**config.mk**
```make
export PLATFORM = sky130hd
export DESIGN_NAME = strict_priority_multilevel_queue_flat
export DESIGN_NICKNAME = d
export VERILOG_FILES = /design/src/spmq_pkg.sv /design/src/spmq_if.sv /design/src/strict_priority_multilevel_queue.sv /design/src/flat_wrapper.sv
export SDC_FILE = /design/constraint.sdc
export NUM_CORES = 2
export LEC_CHECK = 0
export BUFFER_PORTS_ARGS = -buffer_cell sky130_fd_sc_hd__buf_4
export CAP_MARGIN = 25
export CORE_MARGIN = 4
export CORE_UTILIZATION = 23
export DETAILED_ROUTE_END_ITERATION = 10
export PLACE_DENSITY = 0.32
export SETUP_SLACK_MARGIN = 0.02
export SYNTH_ARGS = -nofsm -noshare
export SYNTH_HDL_FRONTEND = slang
export SYNTH_SLANG_ARGS = --single-unit
```
**constraint.sdc**
```tcl
create_clock -name clock -period 6.8 [get_ports clock]
set_input_delay 2.04 -clock clock [delete_from_list [all_inputs] [get_ports clock]]
set_output_delay 2.04 -clock clock [all_outputs]
set_load 0.01 [all_outputs]
```
**src/spmq_pkg.sv**
```systemverilog
`timescale 1ns / 1ps
// ----------------------------------------------------------------------------
// Strict priority multilevel queue package
// Sizes, codes and shared types of the queue and its channel interfaces.
// ----------------------------------------------------------------------------
package spmq_pkg;

   localparam int LEVELS      = 16;
   localparam int LEVEL_DEPTH = 16;

   localparam int LEVEL_W = $clog2(LEVELS);
   localparam int SLOT_W  = $clog2(LEVEL_DEPTH);
   localparam int COUNT_W = $clog2(LEVEL_DEPTH + 1);
   localparam int ENTRY_W = LEVEL_W + SLOT_W;

   localparam int PID_W    = 8;
   localparam int LVL_FW   = 4;
   localparam int STATUS_W = 2;

   localparam logic MODE_ADD  = 1'b0;
   localparam logic MODE_TAKE = 1'b1;

   typedef enum logic [STATUS_W-1:0] {
      STATUS_OK,
      STATUS_FULL,
      STATUS_EMPTY
   } status_type;

   typedef enum logic [1:0] {
      ST_IDLE,
      ST_DESC,
      ST_REPLY
   } state_type;

   typedef struct packed {
      logic [SLOT_W-1:0]  head;
      logic [COUNT_W-1:0] count;
   } desc_type;

endpackage

```
**src/spmq_if.sv**
```systemverilog
`timescale 1ns / 1ps
// ----------------------------------------------------------------------------
// Strict priority multilevel queue channels
// Request and response channels with a valid/ready handshake per word.
// ----------------------------------------------------------------------------
interface spmq_req_if;
   logic                       valid;
   logic                       ready;
   logic                       mode;
   logic [spmq_pkg::PID_W-1:0]  proc_id;
   logic [spmq_pkg::LVL_FW-1:0] level;

   modport source (output valid, output mode, output proc_id, output level, input ready);
   modport sink   (input valid, input mode, input proc_id, input level, output ready);
endinterface

interface spmq_rsp_if;
   logic                         valid;
   logic                         ready;
   logic [spmq_pkg::PID_W-1:0]    found_id;
   logic [spmq_pkg::LVL_FW-1:0]   found_level;
   logic [spmq_pkg::STATUS_W-1:0] status;
   logic                         all_empty;

   modport source (output valid, output found_id, output found_level, output status,
                   output all_empty, input ready);
   modport sink   (input valid, input found_id, input found_level, input status,
                   input all_empty, output ready);
endinterface

```
**src/strict_priority_multilevel_queue.sv**
```systemverilog
`timescale 1ns / 1ps
// ----------------------------------------------------------------------------
// Strict priority multilevel queue
// Requests are handled one at a time: the descriptor read as the request is
// taken, the update with the entry memory access, then the response load in
// the reply state once the response register is free.
// A waiting response lets the next request in, which then holds until it clears.
// Reset clears the state machine, the descriptor valid bits and the
// non-empty flags at once; no clearing pass runs over the entry memory.
// ----------------------------------------------------------------------------
module strict_priority_multilevel_queue (
   input  logic       clock,
   input  logic       reset,
   spmq_req_if.sink   req_if,
   spmq_rsp_if.source rsp_if
);

   localparam int SUM_W = spmq_pkg::COUNT_W + 1;

   function automatic logic [spmq_pkg::SLOT_W-1:0] wrap_slot(input logic [SUM_W-1:0] pos);
      logic [SUM_W-1:0] res;
      res = (pos >= SUM_W'(spmq_pkg::LEVEL_DEPTH)) ? pos - SUM_W'(spmq_pkg::LEVEL_DEPTH) : pos;
      return res[spmq_pkg::SLOT_W-1:0];
   endfunction

   spmq_pkg::state_type state_ff, state_in;

   logic                           mode_ff;
   logic [spmq_pkg::PID_W-1:0]     pid_ff;
   logic [spmq_pkg::LEVEL_W-1:0]   lvl_ff, lvl_in;
   logic                           range_ok_ff;
   logic                           hit_ff;
   logic                           take_ok_ff;
   spmq_pkg::status_type           status_ff, status_in;

   logic [spmq_pkg::LEVELS-1:0]    nonempty_ff, nonempty_in;
   logic [spmq_pkg::LEVELS-1:0]    desc_valid_ff;

   spmq_pkg::desc_type             desc_mem [spmq_pkg::LEVELS];
   spmq_pkg::desc_type             desc_q_ff;
   logic                           desc_vld_q_ff;
   logic [spmq_pkg::PID_W-1:0]     entry_mem [1 << spmq_pkg::ENTRY_W];
   logic [spmq_pkg::PID_W-1:0]     entry_q_ff;

   logic                           rsp_valid_ff;
   logic [spmq_pkg::PID_W-1:0]     rsp_id_ff;
   logic [spmq_pkg::LVL_FW-1:0]    rsp_level_ff;
   spmq_pkg::status_type           rsp_status_ff;
   logic                           rsp_empty_ff;

   logic                           req_fire;
   logic                           rsp_free;
   logic [spmq_pkg::LEVEL_W-1:0]   pe_level;
   logic                           pe_any;
   spmq_pkg::desc_type             desc_cur;
   logic                           add_ok;
   logic                           take_ok;
   logic [spmq_pkg::SLOT_W-1:0]    tail_slot;
   logic [spmq_pkg::SLOT_W-1:0]    head_next;

   logic                           desc_rd_en;
   logic                           desc_we;
   spmq_pkg::desc_type             desc_wdata;
   logic                           entry_we;
   logic                           entry_re;
   logic [spmq_pkg::ENTRY_W-1:0]   entry_waddr;
   logic [spmq_pkg::ENTRY_W-1:0]   entry_raddr;
   logic                           rsp_load;

   assign req_fire = req_if.valid && req_if.ready;
   assign rsp_free = !rsp_valid_ff || rsp_if.ready;

   always_comb begin
      pe_level = '0;
      pe_any   = 1'b0;
      for (int l = spmq_pkg::LEVELS - 1; l >= 0; l--) begin
         if (nonempty_ff[l]) begin
            pe_level = spmq_pkg::LEVEL_W'(l);
            pe_any   = 1'b1;
         end
      end
   end

   always_comb begin
      lvl_in = (req_if.mode == spmq_pkg::MODE_TAKE) ? pe_level
                                                      : req_if.level[spmq_pkg::LEVEL_W-1:0];
   end

   always_comb begin
      desc_cur   = desc_vld_q_ff ? desc_q_ff : '0;
      add_ok     = (mode_ff == spmq_pkg::MODE_ADD) && range_ok_ff &&
                   (desc_cur.count < spmq_pkg::COUNT_W'(spmq_pkg::LEVEL_DEPTH));
      take_ok    = (mode_ff == spmq_pkg::MODE_TAKE) && hit_ff;
      tail_slot  = wrap_slot(SUM_W'(desc_cur.head) + SUM_W'(desc_cur.count));
      head_next  = wrap_slot(SUM_W'(desc_cur.head) + SUM_W'(1));
      entry_waddr = {lvl_ff, tail_slot};
      entry_raddr = {lvl_ff, desc_cur.head};
      if (add_ok) begin
         desc_wdata.head  = desc_cur.head;
         desc_wdata.count = desc_cur.count + spmq_pkg::COUNT_W'(1);
      end else begin
         desc_wdata.head  = head_next;
         desc_wdata.count = desc_cur.count - spmq_pkg::COUNT_W'(1);
      end
      if (mode_ff == spmq_pkg::MODE_ADD) begin
         status_in = add_ok ? spmq_pkg::STATUS_OK : spmq_pkg::STATUS_FULL;
      end else begin
         status_in = take_ok ? spmq_pkg::STATUS_OK : spmq_pkg::STATUS_EMPTY;
      end
      nonempty_in = nonempty_ff;
      if (add_ok) begin
         nonempty_in[lvl_ff] = 1'b1;
      end else if (take_ok) begin
         nonempty_in[lvl_ff] = (desc_cur.count != spmq_pkg::COUNT_W'(1));
      end
   end

   always_comb begin
      state_in = state_ff;
      case (state_ff)
         spmq_pkg::ST_IDLE: begin
            if (req_fire) begin
               state_in = spmq_pkg::ST_DESC;
            end
         end
         spmq_pkg::ST_DESC: begin
            state_in = spmq_pkg::ST_REPLY;
         end
         spmq_pkg::ST_REPLY: begin
            if (rsp_free) begin
               state_in = spmq_pkg::ST_IDLE;
            end
         end
         default: begin
            state_in = spmq_pkg::ST_IDLE;
         end
      endcase
   end

   always_comb begin
      req_if.ready = 1'b0;
      desc_rd_en   = 1'b0;
      desc_we      = 1'b0;
      entry_we     = 1'b0;
      entry_re     = 1'b0;
      rsp_load     = 1'b0;
      case (state_ff)
         spmq_pkg::ST_IDLE: begin
            req_if.ready = 1'b1;
            desc_rd_en   = req_fire;
         end
         spmq_pkg::ST_DESC: begin
            desc_we  = add_ok || take_ok;
            entry_we = add_ok;
            entry_re = take_ok;
         end
         spmq_pkg::ST_REPLY: begin
            rsp_load = rsp_free;
         end
         default: begin
            req_if.ready = 1'b0;
         end
      endcase
   end

   always_ff @(posedge clock) begin
      if (reset) begin
         state_ff      <= spmq_pkg::ST_IDLE;
         nonempty_ff   <= '0;
         desc_valid_ff <= '0;
         rsp_valid_ff  <= 1'b0;
      end else begin
         state_ff <= state_in;
         if (state_ff == spmq_pkg::ST_DESC) begin
            nonempty_ff <= nonempty_in;
         end
         if (desc_we) begin
            desc_valid_ff[lvl_ff] <= 1'b1;
         end
         if (rsp_load) begin
            rsp_valid_ff <= 1'b1;
         end else if (rsp_if.ready) begin
            rsp_valid_ff <= 1'b0;
         end
      end
   end

   always_ff @(posedge clock) begin
      if (req_fire) begin
         mode_ff     <= req_if.mode;
         pid_ff      <= req_if.proc_id;
         lvl_ff      <= lvl_in;
         range_ok_ff <= (int'(req_if.level) < spmq_pkg::LEVELS);
         hit_ff      <= pe_any;
      end
      if (state_ff == spmq_pkg::ST_DESC) begin
         status_ff  <= status_in;
         take_ok_ff <= take_ok;
      end
      if (rsp_load) begin
         rsp_id_ff     <= take_ok_ff ? entry_q_ff : '0;
         rsp_level_ff  <= take_ok_ff ? spmq_pkg::LVL_FW'(lvl_ff) : '0;
         rsp_status_ff <= status_ff;
         rsp_empty_ff  <= ~|nonempty_ff;
      end
   end

   // The descriptor of a level is read in the idle state and written back in the
   // descriptor state that follows; the next read comes only after the reply state.
   always_ff @(posedge clock) begin
      if (desc_rd_en) begin
         desc_q_ff     <= desc_mem[lvl_in];
         desc_vld_q_ff <= desc_valid_ff[lvl_in];
      end
      if (desc_we) begin
         desc_mem[lvl_ff] <= desc_wdata;
      end
   end

   always_ff @(posedge clock) begin
      if (entry_re) begin
         entry_q_ff <= entry_mem[entry_raddr];
      end
      if (entry_we) begin
         entry_mem[entry_waddr] <= pid_ff;
      end
   end

   assign rsp_if.valid       = rsp_valid_ff;
   assign rsp_if.found_id    = rsp_id_ff;
   assign rsp_if.found_level = rsp_level_ff;
   assign rsp_if.status      = rsp_status_ff;
   assign rsp_if.all_empty   = rsp_empty_ff;

   a_take_has_entry: assert property (@(posedge clock) disable iff (reset)
      (state_ff == spmq_pkg::ST_DESC && mode_ff == spmq_pkg::MODE_TAKE && hit_ff)
      |-> (desc_vld_q_ff && desc_q_ff.count != '0))
      else $error("take selected a level whose descriptor is empty");

   a_empty_means_all_empty: assert property (@(posedge clock) disable iff (reset)
      (rsp_if.valid && rsp_if.status == spmq_pkg::STATUS_EMPTY) |-> rsp_if.all_empty)
      else $error("empty take reported with waiting entries");

   a_no_find_zero: assert property (@(posedge clock) disable iff (reset)
      (rsp_if.valid && rsp_if.status != spmq_pkg::STATUS_OK)
      |-> (rsp_if.found_id == '0 && rsp_if.found_level == '0))
      else $error("failed request reported a process");

   a_accept_to_desc: assert property (@(posedge clock) disable iff (reset)
      req_fire |=> (state_ff == spmq_pkg::ST_DESC))
      else $error("accepted word did not start a descriptor update");

endmodule
```
**src/flat_wrapper.sv**
```systemverilog
// flat-port wrapper written by rule: the top's interface ports become plain ports
module strict_priority_multilevel_queue_flat 
  (clock, reset, req_if_valid, req_if_mode, req_if_proc_id, req_if_level, req_if_ready, rsp_if_valid, rsp_if_found_id, rsp_if_found_level, rsp_if_status, rsp_if_all_empty, rsp_if_ready);
  spmq_req_if req_if_i ();
  spmq_rsp_if rsp_if_i ();
  input  logic clock;
  input  logic reset;
  input wire logic [$bits(req_if_i.valid)-1:0] req_if_valid;
  input wire logic [$bits(req_if_i.mode)-1:0] req_if_mode;
  input wire logic [$bits(req_if_i.proc_id)-1:0] req_if_proc_id;
  input wire logic [$bits(req_if_i.level)-1:0] req_if_level;
  output wire logic [$bits(req_if_i.ready)-1:0] req_if_ready;
  output wire logic [$bits(rsp_if_i.valid)-1:0] rsp_if_valid;
  output wire logic [$bits(rsp_if_i.found_id)-1:0] rsp_if_found_id;
  output wire logic [$bits(rsp_if_i.found_level)-1:0] rsp_if_found_level;
  output wire logic [$bits(rsp_if_i.status)-1:0] rsp_if_status;
  output wire logic [$bits(rsp_if_i.all_empty)-1:0] rsp_if_all_empty;
  input wire logic [$bits(rsp_if_i.ready)-1:0] rsp_if_ready;
  assign req_if_i.valid = req_if_valid;
  assign req_if_i.mode = req_if_mode;
  assign req_if_i.proc_id = req_if_proc_id;
  assign req_if_i.level = req_if_level;
  assign req_if_ready = req_if_i.ready;
  assign rsp_if_valid = rsp_if_i.valid;
  assign rsp_if_found_id = rsp_if_i.found_id;
  assign rsp_if_found_level = rsp_if_i.found_level;
  assign rsp_if_status = rsp_if_i.status;
  assign rsp_if_all_empty = rsp_if_i.all_empty;
  assign rsp_if_i.ready = rsp_if_ready;
  strict_priority_multilevel_queue u_core (.clock(clock), .reset(reset), .req_if(req_if_i), .rsp_if(rsp_if_i));
endmodule
```
Yosys cells after proc, flatten, opt, wreduce, memory -nomap -nowiden
Memories as Yosys holds them, arrays and structs flattened. A register that Yosys moved wholly into a read port is not among the register bits. Cells that the tools add are included.

Reduce and logical (&&, ||, !) cells: 15. Muxes and demuxes: 47. Magnitude comparators: 6. Add/sub/neg operators: 6. Equality and inequality tests: 5. Bitwise operators: 3.

Operator list (number): 4-bit two-way mux (19); 16-bit two-way mux (2); 16-bit OR (2); 9-bit two-way mux (2); 16-bit bitwise mux (1); 1-bit two-way mux (16); 16-bit OR reduction (1); 15-bit OR reduction (1); 4-bit by 5-bit less-than comparator with 1-bit output (second input constant) (2); 2-bit two-way mux (4); 4-bit by 1-bit subtractor with 4-bit output (second input constant) (2); 4-bit by 5-bit adder with 6-bit output (1); 6-bit by 5-bit >= comparator with 1-bit output (second input constant) (1); 2-bit case mux with 3 select lines (1); 4-bit by 1-bit adder with 5-bit output (second input constant) (1); 5-bit by 1-bit adder with 5-bit output (second input constant) (1); 5-bit >= comparator (second input constant) (1); 5-bit less-than comparator (second input constant) (1); 5-bit by 1-bit inequality test with 1-bit output (second input constant) (1); 5-bit by 1-bit subtractor with 5-bit output (second input constant) (1); 1-bit binary-select mux with 4-bit select (1); 1-bit demux with 4-bit select (1); 4-bit by 1-bit >= comparator with 1-bit output (second input constant) (1); 1-bit logical AND (4); 9 further kinds (14).

Register bits after elaboration: 68. Word-level logic and storage cells: 99. Bits in writable memories: 2192. Output and inout bits: 17. Memories: 2. Input port bits: 17.

Memory list: u_core.entry_mem (words 256, width 8, read ports 1, clocked after Yosys merged registers in 1, wr ports 1, RTL line strict_priority_multilevel_queue.sv:42) `logic [spmq_pkg::PID_W-1:0] entry_mem [1 << spmq_pkg::ENTRY_W];`; u_core.desc_mem (words 16, width 9, read ports 1, clocked after Yosys merged registers in 1, wr ports 1, RTL line strict_priority_multilevel_queue.sv:39) `spmq_pkg::desc_type desc_mem [spmq_pkg::LEVELS];`.

Logic depth before layout (Yosys ltp)
Word-level depth: 19. Mapped depth: 16. Mapped depth without buffers: 9.

Worst setup path after synthesis
Ideal clock, no wire load.

Kind: register -> register. From: register u_core.desc_vld_q_ff. To: memory u_core.entry_mem[101][0] (netlist name), enable pin. Period minus slack after synthesis: 4072 ps. Data arrival time: 3701 ps. Required time: 6429 ps. Stages on the path, launching flop included: 14. Library setup time: 371 ps. Path buffers: 6. Setup slack: 2728 ps. Path through: edfxtp_1 > buf_6 > clkbuf_1 > clkbuf_1 > buf_1 > buf_1 > nand2_1 > inv_1 > ha_1 > fa_1 > nor2b_1 > nand2_1 > clkbuf_1 > nor2_1.

Longest elaborated chain between the ends: 6. Elaborated cells on any way between the ends: 10. Classes of those cells: add/sub: 2; order compare: 2; mux: 5; reduce/logical: 1.

RTL lines: from (decl) (RTL line strict_priority_multilevel_queue.sv:41) `logic desc_vld_q_ff;`; from (signal assigned) (RTL line strict_priority_multilevel_queue.sv:213) `desc_vld_q_ff <= desc_valid_ff[lvl_in];`; 9-bit two-way mux (*) (RTL line strict_priority_multilevel_queue.sv:90) `desc_cur = desc_vld_q_ff ? desc_q_ff : '0;`; parallel branches: the longest is 5 deep, another holds 4-bit by 5-bit adder with 6-bit output; to (decl) (RTL line strict_priority_multilevel_queue.sv:42).

Every way passes the cells marked *.

Worst setup path after layout
From: register u_core.desc_vld_q_ff. To: register u_core.entry_q_ff[1] (netlist name), read port of u_core.entry_mem (data pin).

Longest elaborated chain between the ends: 1.

RTL lines: 9-bit two-way mux (RTL line strict_priority_multilevel_queue.sv:90); to (decl) (RTL line strict_priority_multilevel_queue.sv:43) `logic [spmq_pkg::PID_W-1:0] entry_q_ff;`.

No other way between the ends. A chain may end at the register's enable or synchronous reset.

==> impl_results.md <==
- Cts hold-fix bufs: 0
- Final Setup Violations: 0
- Cells after Synth: 6094
- Max Fclk: 182 MHz
- Yosys reg bits: 2277
- Worst-path clk slew: 60 ps
- Multiplexer share of the synthesized area: 8.18%
- GRT Total Usage: 17.7%
- Max VDD drop: 163 uV
- Mapped cell area: 93100 sq um
- Critical Path RT: 7410 ps
- Crit path capture type: flip-flop
- Simple-Gate Fraction of Synth Area: 6.21%
- DR pass1 iterations: 8
- Fraction of layout cells with a size suffix above 1: 17.8%
- Power consumption: 33.3 mW
- Leakage: 34.5 nW
- Status: finished clean
- Initial Utilization: 23.1%
- Fill count: 40900
- Post-Syn Area per Cell: 15.3 sq um
- Int Power: 24.6 mW
- CTS Buf Count: 277
- Fin nets: 6284
- Ports: 34
- Final hold vios: 0
- CTS H-tree depth: 5
- Largest net degree at the start of global routing: 141
- Synth area leader: edfxtp_1
- Post-Synth XOR/XNOR Area: 0.0941%
- Clk pwr share: 42.6%
- Die Width: 644 um
- Placed insts: 11400
- # clock sinks: 2277
- Setup repair bufs after CTS: 0
- Core area: 403000 sq um
- Number of routed nets with antenna violations: 0
- Final WL: 382000 um
- Hold Crit Class: reg -> reg
- Comb power frac: 10.6%
- First-pass GRT wire length: 516000 um
- Fin Clk Skew: 55.9 ps
- Initial antenna violation count: 31
- Seq/Total Area, Yosys: 73.1%
- Remaining Overflow, GRT: 0
- Tcrit/Tclk final: 80.7%
- CP startpoint kind: flip-flop
- Max Buffers Root-to-Sink: 4
- Number of global-route vias before repair: 57900
- CP arrival: 6100 ps
- Area Overhead vs Synth: 18.0%
- Synth Area in Adders: 0.116%
- Unrepaired setup endpoints after global routing: no
- TritonCTS clock tree: done
- Post-synthesis async set-or-reset flop share: 0%
- EDFF count, synth: 2242
- Crit path max fanout: 65
- Top FF cell, synth: edfxtp_1
- Rel. slew slack: 11.5%
- DR WL/cell: 32.2 um
- Synth area leaders: edfxtp_1 (72%), mux2_2 (4.5%), mux2i_1 (3.6%)
- Final Max Slew Viols: 0
- Dominant combinational cell family by area after synthesis: compound AO/OA/AOI/OAI gates
- Final Instance Count excl. Fillers: 11900
- Via Count: 57700
- DR vias/cell: 4.86
- Post-Syn Nets: 6119
- Compound-cell area share of the yosys netlist: 10.0%
- TNS Setup: 0 ps
- Root buf cell: clkbuf_16
- Area share of the largest cell type after synthesis: 72.3%
- Die Area: 415000 sq um
- Pwr Density: 303 nW/um^2
- Flop pwr share: 46.8%
- Drt initial violations: 5431
- Actual slew at the worst max-slew pin: 1330 ps
- Clk_lat worst skew: 910 ps
- Post-CTS sizing: 0
- CP Class: reg -> reg
- Hpwl dp: 233000 um
- Row count: 233
- # Max-Cap Violations: 0
- RePlAce Congestion: 0.803
- Die H: 644 um
- Number of remaining DRC errors: 0
- Period minus WS final: 5490 ps
- Synthesis Warnings: 0
- Synth cell types: 70
- PortBufs: 33
- Switch share: 26.0%
- Psw: 8.67 mW
==> final timing paths <==
kind	to	cells after the start	slack, ps	start
setup reg to reg	u_core.entry_q_ff[1]	10	1310	u_core.desc_vld_q_ff
hold / removal	u_core.rsp_if.status[0]	0	450	u_core.status_ff[0]
setup / recovery	u_core.entry_q_ff[1]	10	1310	u_core.desc_vld_q_ff
hold reg to reg	u_core.rsp_if.status[0]	0	450	u_core.status_ff[0]
==> critical path: stages (launching register included) <==
cell and delay, ps:
edfxtp_1 730, nand2_8 350, inv_16 440, buf_12 420
mux2_2 380, a221oi_1 600, nor3_1 200, nor4_1 650
o21ai_0 440, a221oi_1 490, o311ai_0 210
==> layout make-up <==
| type | count | area, sq um | share of cell area (%) |
|---|---|---|---|
| Antenna cell | 7 | 17.5 | 0.0160 |
| Clock buffer | 357 | 7460 | 6.80 |
| Clock inverter | 124 | 943 | 0.859 |
| Inverter | 18 | 97.6 | 0.0889 |
| Multi-Input combinational cell | 3326 | 23200 | 21.1 |
| Sequential cell | 2277 | 68000 | 62.0 |
| Tap cell | 5405 | 6760 | 6.16 |
| Timing Repair Buffer | 359 | 3290 | 2.99 |
==> metrics by stage <==
step           utilization [%]  hold slack, ps  area, sq um  worst slack, ps
4_1_cts                   27.2             456       110000             1470
2_1_floorplan                -             400        93100             2730
5_1_grt                   27.2             458       110000             1290
3_5_place_dp              25.2             436       101000             1490
6_report                  27.3             449       110000             1310
3_3_place_gp              25.1             434       101000             1450
==> routing by layer <==
metal	global-route usage [%]	wire, um	vias to the layer above
li1	-	-	24700
met1	25.1	176000	30900
met2	28.8	178000	1735
met3	2.44	18500	405
met4	3.89	8880	2
met5	0	11	-
==> power by group through the flow <==
| stage | registers [mW] | clock network [mW] | logic, mW |
|---|---|---|---|
| global placement | 15.9 | 0 | 3.57 |
| floorplan | 16.0 | 0 | 1.63 |
| detailed placement | 15.9 | 0 | 3.58 |
| global route | 15.6 | 15.2 | 3.68 |
| finish | 15.6 | 14.2 | 3.52 |
| CTS | 15.6 | 14.6 | 3.59 |
==> flip-flops by register name (all words and copies together) (netlist names), 4 cells and up <==
signal,count
u_core.entry_mem,2048
u_core.entry_q_ff,8
u_core.rsp_if.found_id,8
u_core.nonempty_ff,16
u_core.desc_q_ff,9
u_core.desc_valid_ff,16
u_core.desc_mem,144
u_core.pid_ff,8
u_core.lvl_ff,4
u_core.rsp_if.found_level,4
==> synth_stat cells (7+ instances only) <==
cell type and number:
edfxtp_1 2242, a21oi_1 439, nor2_1 395, mux2_2 373
mux2i_1 334, o21ai_0 275, clkbuf_1 273, nand2_1 261
a221oi_1 219, nand3_1 167, and3_1 122, buf_2 111
o221ai_1 104, nand4b_1 81, a211oi_1 72, nor3_1 71
a22oi_1 58, buf_1 51, a31oi_1 49, dfxtp_1 35
a21o_1 32, buf_4 31, a222oi_1 29, a221o_1 28
nand4_1 25, and2_1 20, a311oi_1 19, inv_1 16
nor2b_1 16, o311ai_0 13, nor4_1 12, o211ai_1 12
nand2b_1 11, o2111ai_1 11, buf_6 7, ha_1 7
o31ai_1 7, xnor2_1 7
==> cell families after synthesis <==
family / after synthesis
AO/OA/AOI/OAI: 1401
multiplexers: 712
adder cells (fa/ha/maj): 8
AND/OR/NAND/NOR: 1195
XOR/XNOR: 10
flip-flops: 2277
buffers and inverters: 491
==> layout by cell type (no fill, tap or decap), types with 9 or more instances in the layout <==
cell	count
dfxtp_1	34
nand3_1	163
o211ai_1	12
buf_4	308
a22oi_1	58
bufinv_16	12
and2_1	18
nand4b_1	81
buf_12	41
clkinv_1	62
clkbuf_1	68
a21oi_1	438
a211oi_1	72
nor3_1	59
a221oi_1	219
inv_1	14
nor2b_1	13
a221o_1	28
o21ai_0	271
and3_1	122
inv_6	9
mux2i_1	334
clkinv_2	34
o2111ai_1	11
a31oi_1	49
nand4_1	25
nor4_1	11
a21o_1	31
clkbuf_16	287
nand2_2	13
a222oi_1	29
mux2_2	373
nor2_1	384
o221ai_1	104
nand2b_1	10
a311oi_1	19
edfxtp_1	2242
nand2_1	246
(Power assumes the default switching activity.)
